**config.mk**
```make
export PLATFORM = sky130hd
export DESIGN_NAME = mris_div
export DESIGN_NICKNAME = d
export VERILOG_FILES = /design/src/rtl/core/mris_pkg.sv /design/src/rtl/core/mris_div.sv
export SDC_FILE = /design/constraint.sdc
export NUM_CORES = 1
export LEC_CHECK = 0
export BUFFER_PORTS_ARGS = -buffer_cell sky130_fd_sc_hd__buf_2
export CORE_ASPECT_RATIO = 0.6
export CORE_MARGIN = 2
export CORE_UTILIZATION = 52
export DETAILED_ROUTE_END_ITERATION = 8
export PLACE_DENSITY = 0.92
export SETUP_SLACK_MARGIN = 0.02
export SLEW_MARGIN = 20
export SYNTH_ARGS = -nofsm -noshare
export SYNTH_HDL_FRONTEND = slang
export SYNTH_SLANG_ARGS = --single-unit
```
**constraint.sdc**
```tcl
create_clock -name clk -period 3 [get_ports clk]
set_clock_uncertainty 0.15 [all_clocks]
set_input_delay 0.3 -clock clk [delete_from_list [all_inputs] [get_ports clk]]
set_output_delay 0.3 -clock clk [all_outputs]
set_load 0.01 [all_outputs]
```
**src/rtl/core/mris_pkg.sv**
```systemverilog
// Package for the mixed radix index stepper: opcodes, widths, shared types.
// No dependencies.
package mris_pkg;
  localparam int unsigned OFF_W   = 11;
  localparam int unsigned STEP_W  = 32;
  localparam int unsigned FLAT_W  = 61;
  localparam int unsigned NREGS   = 6;

  typedef enum logic [1:0] {
    OP_ADVANCE = 2'd0,
    OP_RECEDE  = 2'd1,
    OP_START   = 2'd2,
    OP_END     = 2'd3
  } op_t;

  localparam logic [2:0] REG_NUM_DIMS = 3'd0;

  typedef struct packed {
    logic [1:0]        op;
    logic [2:0]        dim_sel;
    logic [STEP_W-1:0] step_amount;
  } in_item_t;

  typedef struct packed {
    logic [OFF_W-1:0]  offset_0;
    logic [OFF_W-1:0]  offset_1;
    logic [OFF_W-1:0]  offset_2;
    logic [OFF_W-1:0]  offset_3;
    logic [OFF_W-1:0]  offset_4;
    logic [OFF_W-1:0]  offset_5;
    logic [FLAT_W-1:0] flat_index;
    logic              at_start;
    logic              at_end;
    logic              bad_dim;
  } out_item_t;

  // Control between sequencer and divider.
  typedef struct packed {
    logic start;
  } div_ctl_t;

  typedef struct packed {
    logic busy;
    logic done;
  } div_sts_t;
endpackage

```
**src/rtl/core/mris_div.sv**
```systemverilog
// Restoring radix-2 divider: 33-bit dividend by 11-bit divisor, one bit per cycle.
// Depends on mris_pkg.
module mris_div (
  input  logic               clk,
  input  logic               rst_n,
  input  mris_pkg::div_ctl_t ctl,
  input  logic [32:0]        dividend,
  input  logic [10:0]        divisor,
  output mris_pkg::div_sts_t sts,
  output logic [32:0]        quotient,
  output logic [10:0]        remainder
);
  import mris_pkg::*;

  logic [5:0]  cnt_r, cnt_nxt;
  logic        busy_r, busy_nxt, done_r, done_nxt;
  logic [32:0] q_r, q_nxt;
  logic [11:0] rem_r, rem_nxt;
  logic [10:0] dvs_r, dvs_nxt;
  logic [11:0] trial;

  always_comb begin
    cnt_nxt  = cnt_r;
    busy_nxt = busy_r;
    done_nxt = 1'b0;
    q_nxt    = q_r;
    rem_nxt  = rem_r;
    dvs_nxt  = dvs_r;
    trial    = {rem_r[10:0], q_r[32]};
    if (ctl.start) begin
      busy_nxt = 1'b1;
      cnt_nxt  = 6'd33;
      q_nxt    = dividend;
      rem_nxt  = '0;
      dvs_nxt  = divisor;
    end else if (busy_r) begin
      q_nxt = {q_r[31:0], 1'b0};
      if (trial >= {1'b0, dvs_r}) begin
        rem_nxt  = trial - {1'b0, dvs_r};
        q_nxt[0] = 1'b1;
      end else begin
        rem_nxt = trial;
      end
      cnt_nxt = cnt_r - 6'd1;
      if (cnt_r == 6'd1) begin
        busy_nxt = 1'b0;
        done_nxt = 1'b1;
      end
    end
  end

  always_ff @(posedge clk) begin
    if (!rst_n) begin
      cnt_r  <= '0;
      busy_r <= 1'b0;
      done_r <= 1'b0;
    end else begin
      cnt_r  <= cnt_nxt;
      busy_r <= busy_nxt;
      done_r <= done_nxt;
    end
    q_r   <= q_nxt;
    rem_r <= rem_nxt;
    dvs_r <= dvs_nxt;
  end

  assign sts.busy  = busy_r;
  assign sts.done  = done_r;
  assign quotient  = q_r;
  assign remainder = rem_r[10:0];
endmodule
```
==> results.cfg <==
[status]
status = completed

[setup_path]
critPathLaunch = quotient[32]
arrival_ps = 2640
end_kind = flip-flop
r2r_setup_slack_ps = 400
timing.critical_path.from_type = flip-flop
cp_max_fo = 15
path_class = flip-flop to flip-flop
required_ps = 3040
regToRegStartpoint = quotient[32]

[global_route]
groute.usage.overall = 0.209
antenna_found_initial = 0
grt_most_used_layer = met2
grt_max_degree = 34
grt_pass1_vias = 2298
grt_util_met2 = 0.329
grtUsageMet1 = 0.277
overflow = 0
grt_pass1_wl_mm = 10.9
grtUsageMet3 = 0.0594

[power]
seq_power_share = 0.457
power_frac_clock = 0.316
leakage_nw = 1.72
sw_frac_of_total = 0.280
finalPower_w = 0.00238
ir_worst_vdd_v = 0.000424
p_per_area_nw_per_um2 = 588
power_frac_comb = 0.227
switchingPower_w = 0.000665
p_int_w = 0.00171

[timing]
finalHoldViolations = 0
clock.fmax_ghz = 0.385
slew_violations = 0
period_share = 0.865
timing.final.crit_period_ps = 2600
setup_ws_ps = 405
hold_slack_ps = 97.3
max-slew-margin-rel = 0.631
tightest_slew_ps = 554
rsz0062_at_grt = no
setup_violations = 0
setup_tns_ps = 0

[clock_tree]
cts_made_buffers = 9
cts_tree = yes
cts.htree.levels = 3
cts_setup_buffers = 0
clkTransAtPathRegs_ps = 70
max-clock-path-buffers = 2
cts-root-buf = clkbuf_8
cts.sinks = 63
cts_resized = 0
clk_latency_ps = 330
holdBufCountCts = 11

[synthesis]
ys_types = 48
syn_nets = 321
async_reset_ff_frac = 0
seq_area_frac_synth = 0.534
syn_inst = 260
synthFlopType = edfxtp_1
synth.avg_cell_area_um2 = 12.2
ys_seq_elements = 63
synth_warnings = 0
syn-cell-area_um2 = 3180
synth-edff-count = 44

[min_path]
hp-start = rst_n
hold_path.class = input port to flip-flop

[place]
portBuffers = 92
post-place-ws_ps = 438
place.gp.congestion = 0.960
dp_hpwl_mm = 5.01

[final_layout]
layout_commonest_cell = buf_2
final_layout_size_suffix_gt1_frac = 0.419
layout_common_cells = buf_2 (92), edfxtp_1 (44), mux2_2 (33)
nNetsFinal = 428
final_util = 0.673
num_antenna_cells = 0
syn_to_final_growth_pct = 26.8

[die]
core_um2 = 6000
fp.dieH_um = 64.6
fp.dieW_um = 105
dieArea_um2 = 6790
ios = 93
start_util = 0.531
rows = 22

[job]
maxCapViolCount = 0

[route]
drt-initial-drc-count = 121
route.detailed.drc = 0
routed_via_density = 5.32
vias = 2425
wirelength_mm = 6.89
dr.pass1.iters = 4
antenna_left = 0
wire_per_inst_um = 15.1
[Yosys cell counts (3+ instances only)]
master | number | area (µm²)
ha_1 | 13 | 163
edfxtp_1 | 44 | 1320
nand2b_1 | 4 | 25.0
dfxtp_1 | 19 | 380
buf_1 | 3 | 11.3
xnor2_1 | 8 | 70.1
o21ai_2 | 4 | 35.0
mux2i_1 | 7 | 70.1
mux2_2 | 33 | 372
inv_1 | 18 | 67.6
o21ai_0 | 7 | 35.0
clkbuf_1 | 4 | 15.0
a21oi_1 | 6 | 30.0
nand3_1 | 8 | 40.0
nor2_1 | 21 | 78.8
nand2_1 | 10 | 37.5
nor2b_1 | 3 | 18.8
a211oi_1 | 7 | 52.6
[area by class of cell]
class	count	area, µm²
clock buffer	11	153
clock inverter	5	53.8
multi-input combinational	166	1350
tap	84	105
inverter	19	71.3
sequential	63	1700
timing repair buffer	108	608
fill	455	1960
[power by group through the flow]
stage,clock network [W],logic (W),registers (W)
after floorplan,0,0.000331,0.00112
after global placement,0,0.000506,0.00110
after detailed placement,0,0.000522,0.00110
after CTS,0.000772,0.000536,0.00108
after global routing,0.000801,0.000589,0.00110
final,0.000751,0.000539,0.00109
[cells by family after synthesis]
group,count (synthesis),share of synthesized area
xor+xnor,10,0.0275
mux,40,0.139
fa+ha+maj,14,0.0574
simple gates,59,0.0978
buf+inv,31,0.0432
flops,63,0.534
compound gates,43,0.101
[path summary, 6_finish.rpt]
check                                end  cells after the start
worst max-delay path            rem_r[8]                     10
worst min-delay path              busy_r                      2
worst max register to register  rem_r[8]                     10
worst min register to register  cnt_r[1]                      2
[worst max-delay path, stage by stage (launching register included)]
cell,delay [ps]
edfxtp_1,380
inv_1,50
ha_1,220
fa_1,400
nor2b_1,170
o31a_1,200
o21ai_2,130
o21ai_2,140
buf_4,240
mux2i_1,270
a211oi_2,100
[sequential cells by signal, indices dropped and copies added, names as in the netlist]
register and flops:
quotient 33, busy_r 1, done_r 1, dvs_r 11, cnt_r 6, rem_r 11
[layer usage]
metal,part of all wire,routed length [µm],vias up
met4,0.011,78,0
li1,-,-,1168
met1,0.46,3170,1163
met2,0.47,3200,87
met5,0,0,-
met3,0.062,430,7
[stage by stage]
step           cell area (µm²)  instances
2_1_floorplan             3180        260
3_3_place_gp              3720        429
3_5_place_dp              3720        429
4_1_cts                   4040        456
5_1_grt                   4040        456
6_report                  4040        456
(Power assumes the default switching activity.)
